File: src/rtl/mwpa_pkg.sv
// ----------------------------------------------------------------------------
// mwpa_pkg
// Shared types and constants for the moving window position averager.
// ----------------------------------------------------------------------------
`default_nettype none

package mwpa_pkg;

	// Ring store depth, in fixes.
	localparam int MAX_WINDOW = 16;

	// Field widths fixed by the interface.
	localparam int DATA_W  = 16;
	localparam int LEVEL_W = 4;
	localparam int CFG_W   = 5;

	// Derived widths.
	localparam int SLOT_W = (MAX_WINDOW > 1) ? $clog2(MAX_WINDOW) : 1;
	localparam int CNT_W  = $clog2(MAX_WINDOW + 1);
	localparam int SUM_W  = DATA_W + CNT_W;
	localparam int STEP_W = $clog2(SUM_W + 1);

	// Register reset value of the window length.
	localparam logic [CFG_W-1:0] WINDOW_RESET = CFG_W'(16);

	// One position fix as it travels through the queue.
	typedef struct packed {
		logic signed [DATA_W-1:0] x;
		logic signed [DATA_W-1:0] y;
		logic [LEVEL_W-1:0]       level;
	} fix_t;

	// Request into the shared divider.
	typedef struct packed {
		logic                    start;
		logic signed [SUM_W-1:0] dividend;
		logic [CNT_W-1:0]        divisor;
	} div_req_t;

	// Response from the shared divider.
	typedef struct packed {
		logic                     done;
		logic signed [DATA_W-1:0] quot;
	} div_rsp_t;

	// Back end sequencer states.
	typedef enum logic [3:0] {
		ST_IDLE,
		ST_RD,
		ST_SUB,
		ST_ADD,
		ST_CHK,
		ST_DX,
		ST_WX,
		ST_DY,
		ST_WY,
		ST_OUT
	} back_state_t;

endpackage

`default_nettype wire

File: src/rtl/mwpa_front.sv
// ----------------------------------------------------------------------------
// mwpa_front
// Input side: takes fix words and holds them in a two-entry queue so the
// back end can work on one fix while the next one is already taken.
// ----------------------------------------------------------------------------
`default_nettype none

module mwpa_front (
	input  wire logic                                  clk,
	input  wire logic                                  arst_n,
	input  wire logic                                  in_valid,
	output logic                                       in_stall,
	input  wire logic signed [mwpa_pkg::DATA_W-1:0]    fix_x,
	input  wire logic signed [mwpa_pkg::DATA_W-1:0]    fix_y,
	input  wire logic [mwpa_pkg::LEVEL_W-1:0]          fix_level,
	output logic                                       q_valid,
	output mwpa_pkg::fix_t                             q_fix,
	input  wire logic                                  q_pop
);

	mwpa_pkg::fix_t ent_q [2];
	logic           wr_ptr_q;
	logic           rd_ptr_q;
	logic [1:0]     cnt_q;
	logic           push;
	logic           pop;

	// Stall only when both entries are taken, so stall never looks at valid.
	assign in_stall = (cnt_q == 2'd2);
	assign push     = in_valid && !in_stall;
	assign q_valid  = (cnt_q != 2'd0);
	assign pop      = q_pop && q_valid;
	assign q_fix    = ent_q[rd_ptr_q];

	// Queue pointers and occupancy.
	always_ff @(posedge clk or negedge arst_n) begin
		if (!arst_n) begin
			wr_ptr_q <= 1'b0;
			rd_ptr_q <= 1'b0;
			cnt_q    <= 2'd0;
		end else begin
			if (push)
				wr_ptr_q <= !wr_ptr_q;
			if (pop)
				rd_ptr_q <= !rd_ptr_q;
			if (push && !pop)
				cnt_q <= cnt_q + 2'd1;
			else if (pop && !push)
				cnt_q <= cnt_q - 2'd1;
		end
	end

	// Queue payload.
	always_ff @(posedge clk) begin
		if (push) begin
			ent_q[wr_ptr_q].x     <= fix_x;
			ent_q[wr_ptr_q].y     <= fix_y;
			ent_q[wr_ptr_q].level <= fix_level;
		end
	end

endmodule

`default_nettype wire

File: src/rtl/mwpa_div.sv
// ----------------------------------------------------------------------------
// mwpa_div
// Shared restoring divider: signed running sum by the unsigned fix count,
// one quotient bit per cycle, truncated toward zero.
// ----------------------------------------------------------------------------
`default_nettype none

module mwpa_div (
	input  wire logic               clk,
	input  wire logic               arst_n,
	input  wire mwpa_pkg::div_req_t req,
	output mwpa_pkg::div_rsp_t      rsp
);

	logic                              busy_q;
	logic                              done_q;
	logic [mwpa_pkg::STEP_W-1:0]       cnt_q;
	logic [mwpa_pkg::SUM_W-1:0]        mag_q;
	logic [mwpa_pkg::CNT_W-1:0]        rem_q;
	logic [mwpa_pkg::CNT_W-1:0]        dsr_q;
	logic                              neg_q;
	logic [mwpa_pkg::CNT_W:0]          rem_sh;
	logic [mwpa_pkg::CNT_W:0]          rem_sub;
	logic                              ge;
	logic [mwpa_pkg::CNT_W-1:0]        rem_n;
	logic [mwpa_pkg::SUM_W-1:0]        abs_in;
	logic [mwpa_pkg::SUM_W-1:0]        quot_full;

	// One restoring step: shift in the next dividend bit, subtract if it fits.
	always_comb begin
		rem_sh    = {rem_q, mag_q[mwpa_pkg::SUM_W-1]};
		rem_sub   = rem_sh - {1'b0, dsr_q};
		ge        = (rem_sh >= {1'b0, dsr_q});
		rem_n     = ge ? rem_sub[mwpa_pkg::CNT_W-1:0] : rem_sh[mwpa_pkg::CNT_W-1:0];
		abs_in    = req.dividend[mwpa_pkg::SUM_W-1] ? (-req.dividend) : req.dividend;
		quot_full = neg_q ? (-mag_q) : mag_q;
	end

	assign rsp.done = done_q;
	assign rsp.quot = quot_full[mwpa_pkg::DATA_W-1:0];

	// Step counter and handshake.
	always_ff @(posedge clk or negedge arst_n) begin
		if (!arst_n) begin
			busy_q <= 1'b0;
			done_q <= 1'b0;
			cnt_q  <= '0;
		end else begin
			done_q <= 1'b0;
			if (req.start) begin
				busy_q <= 1'b1;
				cnt_q  <= mwpa_pkg::STEP_W'(mwpa_pkg::SUM_W);
			end else if (busy_q) begin
				cnt_q <= cnt_q - 1'b1;
				if (cnt_q == mwpa_pkg::STEP_W'(1)) begin
					busy_q <= 1'b0;
					done_q <= 1'b1;
				end
			end
		end
	end

	// Dividend magnitude shifts out on top while quotient bits enter below.
	always_ff @(posedge clk) begin
		if (req.start) begin
			mag_q <= abs_in;
			rem_q <= '0;
			dsr_q <= req.divisor;
			neg_q <= req.dividend[mwpa_pkg::SUM_W-1];
		end else if (busy_q) begin
			mag_q <= {mag_q[mwpa_pkg::SUM_W-2:0], ge};
			rem_q <= rem_n;
		end
	end

endmodule

`default_nettype wire

File: src/rtl/mwpa_back.sv
// ----------------------------------------------------------------------------
// mwpa_back
// Back end: ring store of recent fixes, running sums, drop sequencing,
// the two mean divisions and the output register.
// ----------------------------------------------------------------------------
`default_nettype none

module mwpa_back (
	input  wire logic                                  clk,
	input  wire logic                                  arst_n,
	input  wire logic [mwpa_pkg::CFG_W-1:0]            win_cfg,
	input  wire logic                                  q_valid,
	input  wire mwpa_pkg::fix_t                        q_fix,
	output logic                                       q_pop,
	output mwpa_pkg::div_req_t                         div_req,
	input  wire mwpa_pkg::div_rsp_t                    div_rsp,
	output logic                                       out_valid,
	input  wire logic                                  out_stall,
	output logic signed [mwpa_pkg::DATA_W-1:0]         mean_x,
	output logic signed [mwpa_pkg::DATA_W-1:0]         mean_y,
	output logic [mwpa_pkg::LEVEL_W-1:0]               level_out
);

	mwpa_pkg::back_state_t state_q;
	mwpa_pkg::back_state_t state_n;

	logic signed [mwpa_pkg::DATA_W-1:0] x_mem [mwpa_pkg::MAX_WINDOW];
	logic signed [mwpa_pkg::DATA_W-1:0] y_mem [mwpa_pkg::MAX_WINDOW];
	logic signed [mwpa_pkg::DATA_W-1:0] rd_x_q;
	logic signed [mwpa_pkg::DATA_W-1:0] rd_y_q;

	mwpa_pkg::fix_t                     cur_q;
	logic signed [mwpa_pkg::SUM_W-1:0]  sum_x_q;
	logic signed [mwpa_pkg::SUM_W-1:0]  sum_y_q;
	logic [mwpa_pkg::CNT_W-1:0]         fill_q;
	logic [mwpa_pkg::SLOT_W-1:0]        oldest_q;
	logic [mwpa_pkg::LEVEL_W-1:0]       level_q;
	logic                               added_q;
	logic signed [mwpa_pkg::DATA_W-1:0] mx_q;
	logic signed [mwpa_pkg::DATA_W-1:0] my_q;

	logic [mwpa_pkg::CNT_W-1:0]         win_eff;
	logic [mwpa_pkg::SLOT_W:0]          slot_sum;
	logic [mwpa_pkg::SLOT_W-1:0]        new_slot;
	logic [mwpa_pkg::SLOT_W-1:0]        oldest_inc;
	logic                               out_load;
	logic                               out_take;

	// Clamp the window length to the range one to the store depth.
	always_comb begin
		if (win_cfg == '0)
			win_eff = mwpa_pkg::CNT_W'(1);
		else if ({{mwpa_pkg::CNT_W{1'b0}}, win_cfg} >
			(mwpa_pkg::CNT_W + mwpa_pkg::CFG_W)'(mwpa_pkg::MAX_WINDOW))
			win_eff = mwpa_pkg::CNT_W'(mwpa_pkg::MAX_WINDOW);
		else
			win_eff = mwpa_pkg::CNT_W'(win_cfg);
	end

	// Ring slot arithmetic: the new fix goes after the stored ones.
	always_comb begin
		slot_sum = {1'b0, oldest_q} + (mwpa_pkg::SLOT_W + 1)'(fill_q);
		if (slot_sum >= (mwpa_pkg::SLOT_W + 1)'(mwpa_pkg::MAX_WINDOW))
			slot_sum = slot_sum - (mwpa_pkg::SLOT_W + 1)'(mwpa_pkg::MAX_WINDOW);
		new_slot = slot_sum[mwpa_pkg::SLOT_W-1:0];
		if (oldest_q == mwpa_pkg::SLOT_W'(mwpa_pkg::MAX_WINDOW - 1))
			oldest_inc = '0;
		else
			oldest_inc = oldest_q + 1'b1;
	end

	assign out_take = out_valid && !out_stall;

	// Sequencer: next state and control strobes.
	always_comb begin
		state_n          = state_q;
		q_pop            = 1'b0;
		out_load         = 1'b0;
		div_req.start    = 1'b0;
		div_req.dividend = sum_x_q;
		div_req.divisor  = fill_q;
		case (state_q)
			mwpa_pkg::ST_IDLE: begin
				if (q_valid) begin
					q_pop = 1'b1;
					if (fill_q == mwpa_pkg::CNT_W'(mwpa_pkg::MAX_WINDOW))
						state_n = mwpa_pkg::ST_RD;
					else
						state_n = mwpa_pkg::ST_ADD;
				end
			end
			mwpa_pkg::ST_RD: begin
				state_n = mwpa_pkg::ST_SUB;
			end
			mwpa_pkg::ST_SUB: begin
				state_n = added_q ? mwpa_pkg::ST_CHK : mwpa_pkg::ST_ADD;
			end
			mwpa_pkg::ST_ADD: begin
				state_n = mwpa_pkg::ST_CHK;
			end
			mwpa_pkg::ST_CHK: begin
				state_n = (fill_q > win_eff) ? mwpa_pkg::ST_RD : mwpa_pkg::ST_DX;
			end
			mwpa_pkg::ST_DX: begin
				div_req.start = 1'b1;
				state_n       = mwpa_pkg::ST_WX;
			end
			mwpa_pkg::ST_WX: begin
				if (div_rsp.done)
					state_n = mwpa_pkg::ST_DY;
			end
			mwpa_pkg::ST_DY: begin
				div_req.start    = 1'b1;
				div_req.dividend = sum_y_q;
				state_n          = mwpa_pkg::ST_WY;
			end
			mwpa_pkg::ST_WY: begin
				if (div_rsp.done)
					state_n = mwpa_pkg::ST_OUT;
			end
			mwpa_pkg::ST_OUT: begin
				if (!out_valid || !out_stall) begin
					out_load = 1'b1;
					state_n  = mwpa_pkg::ST_IDLE;
				end
			end
			default: begin
				state_n = mwpa_pkg::ST_IDLE;
			end
		endcase
	end

	// State register.
	always_ff @(posedge clk or negedge arst_n) begin
		if (!arst_n)
			state_q <= mwpa_pkg::ST_IDLE;
		else
			state_q <= state_n;
	end

	// Window bookkeeping: sums, count, oldest slot and newest level.
	always_ff @(posedge clk or negedge arst_n) begin
		if (!arst_n) begin
			sum_x_q  <= '0;
			sum_y_q  <= '0;
			fill_q   <= '0;
			oldest_q <= '0;
			level_q  <= '0;
			added_q  <= 1'b0;
		end else begin
			case (state_q)
				mwpa_pkg::ST_IDLE: begin
					added_q <= 1'b0;
				end
				mwpa_pkg::ST_SUB: begin
					sum_x_q  <= sum_x_q - {{(mwpa_pkg::SUM_W - mwpa_pkg::DATA_W){rd_x_q[mwpa_pkg::DATA_W-1]}}, rd_x_q};
					sum_y_q  <= sum_y_q - {{(mwpa_pkg::SUM_W - mwpa_pkg::DATA_W){rd_y_q[mwpa_pkg::DATA_W-1]}}, rd_y_q};
					oldest_q <= oldest_inc;
					fill_q   <= fill_q - 1'b1;
				end
				mwpa_pkg::ST_ADD: begin
					sum_x_q <= sum_x_q + {{(mwpa_pkg::SUM_W - mwpa_pkg::DATA_W){cur_q.x[mwpa_pkg::DATA_W-1]}}, cur_q.x};
					sum_y_q <= sum_y_q + {{(mwpa_pkg::SUM_W - mwpa_pkg::DATA_W){cur_q.y[mwpa_pkg::DATA_W-1]}}, cur_q.y};
					fill_q  <= fill_q + 1'b1;
					level_q <= cur_q.level;
					added_q <= 1'b1;
				end
				default: begin
				end
			endcase
		end
	end

	// Current fix, ring store writes and the registered read of the oldest slot.
	always_ff @(posedge clk) begin
		if (q_pop)
			cur_q <= q_fix;
		if (state_q == mwpa_pkg::ST_ADD) begin
			x_mem[new_slot] <= cur_q.x;
			y_mem[new_slot] <= cur_q.y;
		end
		rd_x_q <= x_mem[oldest_q];
		rd_y_q <= y_mem[oldest_q];
	end

	// Quotient capture.
	always_ff @(posedge clk) begin
		if (state_q == mwpa_pkg::ST_WX && div_rsp.done)
			mx_q <= div_rsp.quot;
		if (state_q == mwpa_pkg::ST_WY && div_rsp.done)
			my_q <= div_rsp.quot;
	end

	// Output register: holds a finished word until the far side takes it.
	always_ff @(posedge clk or negedge arst_n) begin
		if (!arst_n)
			out_valid <= 1'b0;
		else if (out_load)
			out_valid <= 1'b1;
		else if (out_take)
			out_valid <= 1'b0;
	end

	always_ff @(posedge clk) begin
		if (out_load) begin
			mean_x    <= mx_q;
			mean_y    <= my_q;
			level_out <= level_q;
		end
	end

	// The count never exceeds the store depth.
	a_fill_bound: assert property (@(posedge clk) disable iff (!arst_n)
		fill_q <= mwpa_pkg::CNT_W'(mwpa_pkg::MAX_WINDOW))
		else $error("fill count above store depth");

	// A division starts only with a non-empty window that fits the length.
	a_div_count: assert property (@(posedge clk) disable iff (!arst_n)
		div_req.start |-> (fill_q != '0) && (fill_q <= win_eff))
		else $error("division started with a bad count");

	// Every dispatched fix has been added before its means are computed.
	a_added: assert property (@(posedge clk) disable iff (!arst_n)
		(state_q == mwpa_pkg::ST_DX) |-> added_q)
		else $error("division before the fix was added");

	// A drop is taken only when there is something stored to drop.
	a_sub_nonempty: assert property (@(posedge clk) disable iff (!arst_n)
		(state_q == mwpa_pkg::ST_SUB) |-> (fill_q != '0))
		else $error("drop from an empty window");

endmodule

`default_nettype wire

File: src/rtl/moving_window_position_average_core.sv
// ----------------------------------------------------------------------------
// moving_window_position_average_core
// Averages the most recent position fixes over a configurable window.
// ----------------------------------------------------------------------------
// Each accepted fix word (x, y, level) yields one result word with the
// windowed means of x and y, truncated toward zero, and the newest level.
// Fixes are handled one at a time: the back end picks a fix up, drops the
// oldest stored fix first once the ring is full, adds the new fix, drops
// each extra old fix left after the window length was shortened, runs the
// two means in turn through the shared restoring divider and loads the
// result word when the output register is empty or being taken. For each
// mean the divider starts, takes one restoring step per quotient bit and
// hands the quotient back. A two-word input queue and an output register
// let new fixes be taken while a finished result waits. The window length
// register (reset 16, values 0 and above 16 act as 1 and 16) must be written
// only while the block is idle; the block itself does not enforce this.
`default_nettype none

module moving_window_position_average_core (
	input  wire logic                                  clk,
	input  wire logic                                  arst_n,
	input  wire logic                                  in_valid,
	output logic                                       in_stall,
	input  wire logic signed [mwpa_pkg::DATA_W-1:0]    fix_x,
	input  wire logic signed [mwpa_pkg::DATA_W-1:0]    fix_y,
	input  wire logic [mwpa_pkg::LEVEL_W-1:0]          fix_level,
	output logic                                       out_valid,
	input  wire logic                                  out_stall,
	output logic signed [mwpa_pkg::DATA_W-1:0]         mean_x,
	output logic signed [mwpa_pkg::DATA_W-1:0]         mean_y,
	output logic [mwpa_pkg::LEVEL_W-1:0]               level_out,
	input  wire logic                                  cfg_valid,
	output logic                                       cfg_ready,
	input  wire logic [mwpa_pkg::CFG_W-1:0]            window_length
);

	logic [mwpa_pkg::CFG_W-1:0] win_q;
	logic                       q_valid;
	logic                       q_pop;
	mwpa_pkg::fix_t             q_fix;
	mwpa_pkg::div_req_t         div_req;
	mwpa_pkg::div_rsp_t         div_rsp;

	// Window length register; writes are always taken.
	assign cfg_ready = 1'b1;

	always_ff @(posedge clk or negedge arst_n) begin
		if (!arst_n)
			win_q <= mwpa_pkg::WINDOW_RESET;
		else if (cfg_valid && cfg_ready)
			win_q <= window_length;
	end

	// Input queue.
	mwpa_front u_front (
		.clk       (clk),
		.arst_n    (arst_n),
		.in_valid  (in_valid),
		.in_stall  (in_stall),
		.fix_x     (fix_x),
		.fix_y     (fix_y),
		.fix_level (fix_level),
		.q_valid   (q_valid),
		.q_fix     (q_fix),
		.q_pop     (q_pop)
	);

	// Window store, sums and sequencing.
	mwpa_back u_back (
		.clk       (clk),
		.arst_n    (arst_n),
		.win_cfg   (win_q),
		.q_valid   (q_valid),
		.q_fix     (q_fix),
		.q_pop     (q_pop),
		.div_req   (div_req),
		.div_rsp   (div_rsp),
		.out_valid (out_valid),
		.out_stall (out_stall),
		.mean_x    (mean_x),
		.mean_y    (mean_y),
		.level_out (level_out)
	);

	// Shared divider for both means.
	mwpa_div u_div (
		.clk    (clk),
		.arst_n (arst_n),
		.req    (div_req),
		.rsp    (div_rsp)
	);

endmodule

`default_nettype wire

File: config.mk
export PLATFORM = sky130hd
export DESIGN_NAME = moving_window_position_average_core
export DESIGN_NICKNAME = d
export VERILOG_FILES = /design/src/rtl/mwpa_pkg.sv /design/src/rtl/mwpa_front.sv /design/src/rtl/mwpa_div.sv /design/src/rtl/mwpa_back.sv /design/src/rtl/moving_window_position_average_core.sv
export SDC_FILE = /design/constraint.sdc
export NUM_CORES = 1
export LEC_CHECK = 0
export ABC_AREA = 1
export BUFFER_PORTS_ARGS = -buffer_cell sky130_fd_sc_hd__buf_2
export CORE_AREA = 2 2 270 272
export CTS_CLUSTER_DIAMETER = 200
export CTS_CLUSTER_SIZE = 40
export DETAILED_ROUTE_END_ITERATION = 10
export DIE_AREA = 0 0 272 274
export PLACE_DENSITY = 0.66
export SYNTH_ARGS = -nofsm -noshare
export SYNTH_HDL_FRONTEND = slang
export SYNTH_SLANG_ARGS = --single-unit
export TNS_END_PERCENT = 50
File: constraint.sdc
create_clock -name clk -period 4.5 [get_ports clk]
set_input_delay 0.225 -clock clk [delete_from_list [all_inputs] [get_ports clk]]
set_output_delay 0.225 -clock clk [all_outputs]
set_load 0.02 [all_outputs]
# Word-level counts from Yosys, hierarchy flattened
# Memory sizes are Yosys's and may differ from the RTL's. A register that Yosys moved wholly into a read port is not among the register bits.
# Cells that the tools add are included.
# totals
register_bits,177
mem_bits_rw,584
in_bits,46
output_inout_bits,39
word_cells,131
memories,3
# mem_list
memory,depth,word_bits,rd,rd_ports_with_merged_regs,wr,line,source
u_back.x_mem,16,16,1,1,1,mwpa_back.sv:27,logic signed [mwpa_pkg::DATA_W-1:0] x_mem [mwpa_pkg::MAX_WINDOW];
u_back.y_mem,16,16,1,1,1,mwpa_back.sv:28,logic signed [mwpa_pkg::DATA_W-1:0] y_mem [mwpa_pkg::MAX_WINDOW];
u_front.ent_q,2,36,1,1,1,mwpa_front.sv:21,mwpa_pkg::fix_t ent_q [2];
# classes
add_sub_neg,15
n_lt_le_gt_ge,4
n_eq_ne,17
mux,43
n_reduce_logical,25
# ops
cell,n
two-way mux 21 bit,4
case mux 21 bit (2 select lines),2
adder 21 bit,2
subtractor 21 bit,2
case mux 4 bit (10 select lines),1
two-way mux 5 bit,5
two-way mux 4 bit,6
negator 21 bit,1
two-way mux 1 bit,17
"equality test 4 x 3 -> 1 bit, second input constant",4
two-way mux 16 bit,1
negator 16 bit,1
"equality test 4 bit, second input constant",3
nonzero test 2 bit,6
case mux 5 bit (2 select lines),1
"subtractor 5 x 1 -> 5 bit, second input constant",2
"equality test 4 x 2 -> 1 bit, second input constant",2
logical AND 1 bit,7
zero test 1 bit,7
greater-or-equal comparator 6 x 5 -> 1 bit,1
two-way mux 2 bit,3
two-way mux 3 bit,2
"!= test 2 bit, second input constant",3
adder 4 x 5 -> 5 bit,1
20 further kinds,20

# Depth between registers and ports, before layout
# logic_depth
word_depth,7
ltp_mapped,22
depth_no_buf,21

# Modules after synthesis
# From an unflattened synthesis, not the netlist that was laid out.
# hier_totals
cells_unflattened,3216
area_unflattened_um2,35816.9
# by_module_without_submodules
module,n_inst,cells_each,area_each_um2,seq_area_each_um2
mwpa_back,1,2583,29893.7,20664.8
mwpa_front,1,219,2875.3,2262.2
mwpa_div,1,391,2850.2,1086.0
moving_window_position_average_core,1,23,197.7,126.4

# Worst setup path before layout
# Ideal clock, no wire load.
# synth_timing
path_kind,reg2reg
startpoint,reg u_back.fill_q[0] in the netlist's numbering
endpoint,mem u_back.x_mem[0][0] in the netlist's numbering (enable)
setup_ps,421
arrival_time_ps,2782
t_required_ps,4079
slack_ps,1297
path_stages_with_launch,6
cell_sequence,dfrtp_1 > ha_1 > fa_1 > xnor2_1 > nand2_1 > nor2_1
# synth_between
elab_chain_cells,3
word_cells_on_any_way,4
cone_classes,add/sub (2); order compare (1); mux (1)
# synth_lines
element,line,source
"start, declared",mwpa_back.sv:35,logic [mwpa_pkg::CNT_W-1:0] fill_q;
"start signal, assigned",mwpa_back.sv:159,fill_q <= fill_q - 1'b1;
"start signal, assigned",mwpa_back.sv:164,fill_q <= fill_q + 1'b1;
adder 4 x 5 -> 5 bit (*),mwpa_back.sv:62,"slot_sum = {1'b0, oldest_q} + (mwpa_pkg::SLOT_W + 1)'(fill_q);"
subtractor 4 x 1 -> 4 bit or greater-or-equal comparator 5 bit (tied branches),"mwpa_back.sv:64, mwpa_back.sv:63",
two-way mux 4 bit (*),mwpa_back.sv:63,if (slot_sum >= (mwpa_pkg::SLOT_W + 1)'(mwpa_pkg::MAX_WINDOW))
"end, declared",mwpa_back.sv:27,
# Every way passes the cells marked *; elsewhere a longest branch is shown, timed or not.

# Worst setup path after layout
# layout_timing
startpoint,reg u_back.state_q[3]
endpoint,reg u_back.sum_x_q[14] in the netlist's numbering
# layout_between
elab_chain_cells,2
word_cells_on_any_way,4
cone_classes,eq/ne (2); mux (1); reduce/logical (1)
# layout_lines
element,line,source
"start, declared",mwpa_back.sv:24,mwpa_pkg::back_state_t state_q;
"start signal, assigned",mwpa_back.sv:136,state_q <= mwpa_pkg::ST_IDLE;
"start signal, assigned",mwpa_back.sv:138,state_q <= state_n;
equality test 4 x 2 -> 1 bit,mwpa_back.sv:151,case (state_q)
case mux 21 bit (2 select lines) or nonzero test 2 bit (tied branches),n/a,
"end signal, assigned",mwpa_back.sv:156,"sum_x_q <= sum_x_q - {{(mwpa_pkg::SUM_W - mwpa_pkg::DATA_W){rd_x_q[mwpa_pkg::DATA_W-1]}}, rd_x_q};"
"end signal, assigned",mwpa_back.sv:162,"sum_x_q <= sum_x_q + {{(mwpa_pkg::SUM_W - mwpa_pkg::DATA_W){cur_q.x[mwpa_pkg::DATA_W-1]}}, cur_q.x};"
"end, declared",mwpa_back.sv:33,logic signed [mwpa_pkg::SUM_W-1:0] sum_x_q;
# Several ways; a longest one is shown, not always the timed one.
# A chain may end at the register's enable or synchronous reset.

==> reports/qor.json <==
{
  "grt-ovfl-total": 0,
  "postRouteWirelength_um": 85100,
  "power_frac_clock_pct": 12.3,
  "maxSlewHeadroom_pct": 15.83,
  "chipWidth_um": 272,
  "comb_power_share_pct": 43.5,
  "synthesis.nets": 3196,
  "cts_resized": 0,
  "post_synth.cell_area_avg_um2": 11.55,
  "yosys_most_used_dff": "sky130_fd_sc_hd__edfxtp_1",
  "worst_r2r_startpoint": "u_back.state_q[3]",
  "cp.required_ns": 5.04,
  "sum_of_negative_setup_slack_ns": 0,
  "rr_worst_depth": 19,
  "detail_route.first_pass.iterations": 5,
  "synth_enable_flop_cells": 715,
  "crit_path_end_kind": "flop",
  "tritoncts": "built",
  "boundaryPins": 85,
  "grt_util_all_layers_pct": 22.74,
  "register_to_register_setup_slack_ns": 0.99,
  "total_leakage_power_nw": 14.26,
  "io_buffers": 83,
  "post-cts-setup-buffer-count": 0,
  "cp.arrival_ns": 4.05,
  "synthCells": 3081,
  "setup.worst_path.class": "reg2reg",
  "gpl.final_weighted_congestion": 0.8779,
  "switching_component_of_the_power_w": 0.01117,
  "worstReg2RegEnd": "u_back.sum_x_q[14]",
  "async_flop_share_pct": 9.288,
  "swShare_pct": 42.57,
  "cts_htree_levels": 1,
  "power.density_mw_per_mm2": 680.4,
  "crit_fanout": 30,
  "cp_common_cell": "sky130_fd_sc_hd__nand2_1",
  "start_kind": "flop",
  "avgRoutedWirePerCell_um": 20.62,
  "yosys_warnings": 0,
  "ys_seq_area_share_pct": 67.81,
  "via_per_inst": 5.637,
  "number_of_antenna_violations_at_the_first_check_in_global_routing": 2,
  "clock_tree.buffer_depth": 3,
  "via_count": 23268,
  "first_global_vias": 22841,
  "vdd_drop_max_v": 0.0005282,
  "drv_slew": 0,
  "maxCapViolCount": 0,
  "worst_clock_skew_ns": 0.02851,
  "cts_clock_pin_slew_for_the_worst_setup_and_hold_paths_ns": 0.16,
  "hold_violations": 0,
  "core_area_mm2": 0.07197,
  "numClockSinks": 829,
  "maximum_clock_frequency_mhz": 284.9,
  "worstSkewPairLatency_ns": 0.65,
  "fill_cells": 6093,
  "period_share_pct": 78.01,
  "die_h_um": 274,
  "crit_chain": "inv_2 > nand2_1 > inv_1 > nand2_2 > buf_4 > buf_4 > nand2_1 > o21ai_0 > inv_1 > fa_1 > nand3b_1 > nand2_1 > a21oi_1 > o21ai_0 > nand2_1 > nand2_1 > nand2_1 > nand3_1 > o21ai_0",
  "die_area_mm2": 0.07453,
  "drc": 0,
  "final.min_clock_period_ns": 3.510,
  "timing.critical_path.from": "u_back.state_q[3]",
  "detailed_place_hpwl_um": 53110,
  "cp-endpoint": "u_back.sum_x_q[14]",
  "outcome": "finished clean",
  "layout-area-overhead-vs-synth_pct": 8.347,
  "cpMaxStageDelayCell": "sky130_fd_sc_hd__dfrtp_1",
  "detail-route-antenna-nets": 0,
  "ys_seq_elements": 829,
  "fin_util_pct": 53.60,
  "timing.hold.worst.class": "in2async",
  "first_pass_grt_wire_length_um": 131400,
  "placementRows": 99,
  "synth.cell_area_mm2": 0.03560,
  "start_util_pct": 49.47,
  "worst_hold_slack_ns": 0.1056,
  "setup_violations": 0,
  "max_slew.worst_pin.slew_ns": 1.263,
  "critical-path-max-stage-delay_ns": 0.45,
  "ctsRootBufferMaster": "sky130_fd_sc_hd__clkbuf_16",
  "rsz0062_at_grt": "no",
  "antenna-diode-count": 0,
  "drt_first_iter_violations": 2409,
  "cts-buffers-inserted": 24,
  "hold_buffers": 52,
  "grt_max_degree": 216,
  "fraction_of_layout_instances_using_a_drive_strength_above_1_pct": 6.911,
  "yosys.cell_types.count": 52,
  "design.final.nets": 3267,
  "cell_internal_pwr_w": 0.01507,
  "pwr-share-seq_pct": 44.3
}
-- cell usage in the layout (no fill, tap or decap), types with 3 or more instances in the layout --
master                          synthesis  layout
sky130_fd_sc_hd__edfxtp_1             715     715
sky130_fd_sc_hd__nand2_1              586     585
sky130_fd_sc_hd__nor2_1               402     380
sky130_fd_sc_hd__o21ai_0              229     229
sky130_fd_sc_hd__inv_1                200     200
sky130_fd_sc_hd__nand3_1              164     164
sky130_fd_sc_hd__buf_2                 20      82
sky130_fd_sc_hd__o32ai_1               74      74
sky130_fd_sc_hd__dfrtp_1               76      73
sky130_fd_sc_hd__a21oi_1               64      64
sky130_fd_sc_hd__ha_1                  64      64
sky130_fd_sc_hd__o221ai_1              55      55
sky130_fd_sc_hd__mux2i_1               54      54
sky130_fd_sc_hd__dlygate4sd3_1          0      52
sky130_fd_sc_hd__xor2_1                45      45
sky130_fd_sc_hd__dfxtp_1               37      37
sky130_fd_sc_hd__buf_4                  3      31
sky130_fd_sc_hd__clkbuf_16              0      24
sky130_fd_sc_hd__nor3_1                23      23
sky130_fd_sc_hd__xnor2_1               22      22
sky130_fd_sc_hd__nand4_1               21      21
sky130_fd_sc_hd__nor2_4                 2      21
sky130_fd_sc_hd__clkbuf_1              98      17
sky130_fd_sc_hd__buf_12                 0      16
sky130_fd_sc_hd__a31oi_1               12      12
sky130_fd_sc_hd__o21ai_1               12      12
sky130_fd_sc_hd__o211ai_1              11      11
sky130_fd_sc_hd__nand2_2                8       9
sky130_fd_sc_hd__or2_2                  8       8
sky130_fd_sc_hd__inv_2                  7       7
sky130_fd_sc_hd__nand3b_1               7       7
sky130_fd_sc_hd__o21bai_1               7       7
sky130_fd_sc_hd__nor2_2                 3       6
sky130_fd_sc_hd__fa_1                   5       5
sky130_fd_sc_hd__o31ai_1                3       3
sky130_fd_sc_hd__o21ai_2                3       3
sky130_fd_sc_hd__o22ai_1                3       3
sky130_fd_sc_hd__clkinv_1               4       3
sky130_fd_sc_hd__and3_1                 3       3
-- final cells by class --
| cell class | instances | area, µm² | area share, % |
|---|---|---|---|
| Sequential cell | 829 | 24150 | 62.61 |
| Multi-Input combinational cell | 1905 | 10230 | 26.52 |
| Timing Repair Buffer | 181 | 1484 | 3.847 |
| Tap cell | 959 | 1200 | 3.111 |
| Inverter | 211 | 799.5 | 2.073 |
| Clock buffer | 41 | 664.4 | 1.722 |
| Clock inverter | 2 | 46.29 | 0.1200 |
-- kinds of logic after synthesis --
logic type      after synthesis  synth area share [%]
simple gates               1233                 14.16
flops                       829                 67.81
compound gates              480                 8.410
buf+inv                     347                 3.887
fa+ha+maj                    69                 2.531
xor+xnor                     67                 1.648
mux                          55                 1.550
other cells                   1               0.01053
-- critical path: cells and delay by family, from the launching register on --
family	cells	cell delay (ns)
and+or+nand+nor	9	0.92
DFF	1	0.45
AOI/OAI and AO/OA	4	0.69
adders and majority gates	1	0.43
buffers and inverters	5	0.94
-- per-layer routing --
metal  up-vias  wire (µm)  track usage (%)
li1      10958          -                -
met1     11462      36670            31.37
met2       712      41400            38.97
met3       134       4628            1.874
met4         2       2392            6.275
met5         -         13                0
-- state kept, by name (all words and copies together), names as in the netlist, 16 cells and up --
signal	cells
u_back.rd_y_q	16
u_front.ent_q	72
u_back.sum_x_q	21
u_back.mean_x	16
u_back.rd_x_q	16
u_back.my_q	16
u_back.mx_q	16
u_back.y_mem	256
u_back.cur_q	36
u_back.mean_y	16
u_back.sum_y_q	21
u_back.x_mem	256
u_div.mag_q	21
-- per-stage QoR --
stage | total power (W) | area, µm² | setup WS [ns] | std cells
finish | 0.02625 | 38570 | 0.9895 | 4128
global route | 0.02812 | 38570 | 0.6039 | 4128
CTS | 0.02629 | 38570 | 1.000 | 4128
detailed placement | 0.02309 | 37340 | 0.9937 | 4033
global placement | 0.02278 | 37340 | 1.071 | 4033
floorplan | 0.01937 | 35600 | 1.297 | 3081
-- Yosys cell counts (23+ instances only) --
| cell | instances | area (µm²) |
|---|---|---|
| sky130_fd_sc_hd__inv_1 | 200 | 750.7 |
| sky130_fd_sc_hd__mux2i_1 | 54 | 540.5 |
| sky130_fd_sc_hd__clkbuf_1 | 98 | 367.9 |
| sky130_fd_sc_hd__a21oi_1 | 64 | 320.3 |
| sky130_fd_sc_hd__ha_1 | 64 | 800.8 |
| sky130_fd_sc_hd__o21ai_0 | 229 | 1146 |
| sky130_fd_sc_hd__nor3_1 | 23 | 115.1 |
| sky130_fd_sc_hd__nand3_1 | 164 | 820.8 |
| sky130_fd_sc_hd__nand2_1 | 586 | 2200 |
| sky130_fd_sc_hd__o32ai_1 | 74 | 648.1 |
| sky130_fd_sc_hd__dfrtp_1 | 76 | 1902 |
| sky130_fd_sc_hd__edfxtp_1 | 715 | 21470 |
| sky130_fd_sc_hd__dfxtp_1 | 37 | 740.7 |
| sky130_fd_sc_hd__xor2_1 | 45 | 394.1 |
| sky130_fd_sc_hd__nor2_1 | 402 | 1509 |
| sky130_fd_sc_hd__o221ai_1 | 55 | 481.7 |
-- worst min-delay path by stage --
stage                               to  slack, ns  cells past startpoint
floorplan               u_back.added_q      -0.07                      0
global placement    u_back.sum_y_q[19]       0.29                      1
detailed placement  u_back.sum_y_q[19]       0.29                      1
CTS                 u_back.sum_y_q[19]       0.12                      2
global route        u_back.sum_y_q[10]       0.16                      2
finish              u_back.sum_y_q[10]       0.11                      2
-- power groups by stage --
stage / combinational (W) / sequential [W] / clock, W
finish: 0.0114 / 0.0116 / 0.00322
global route: 0.0128 / 0.0118 / 0.00352
CTS: 0.0114 / 0.0116 / 0.00329
detailed placement: 0.0113 / 0.0118 / 0
global placement: 0.0111 / 0.0117 / 0
floorplan: 0.00814 / 0.0112 / 0
(Power assumes the default switching activity.)
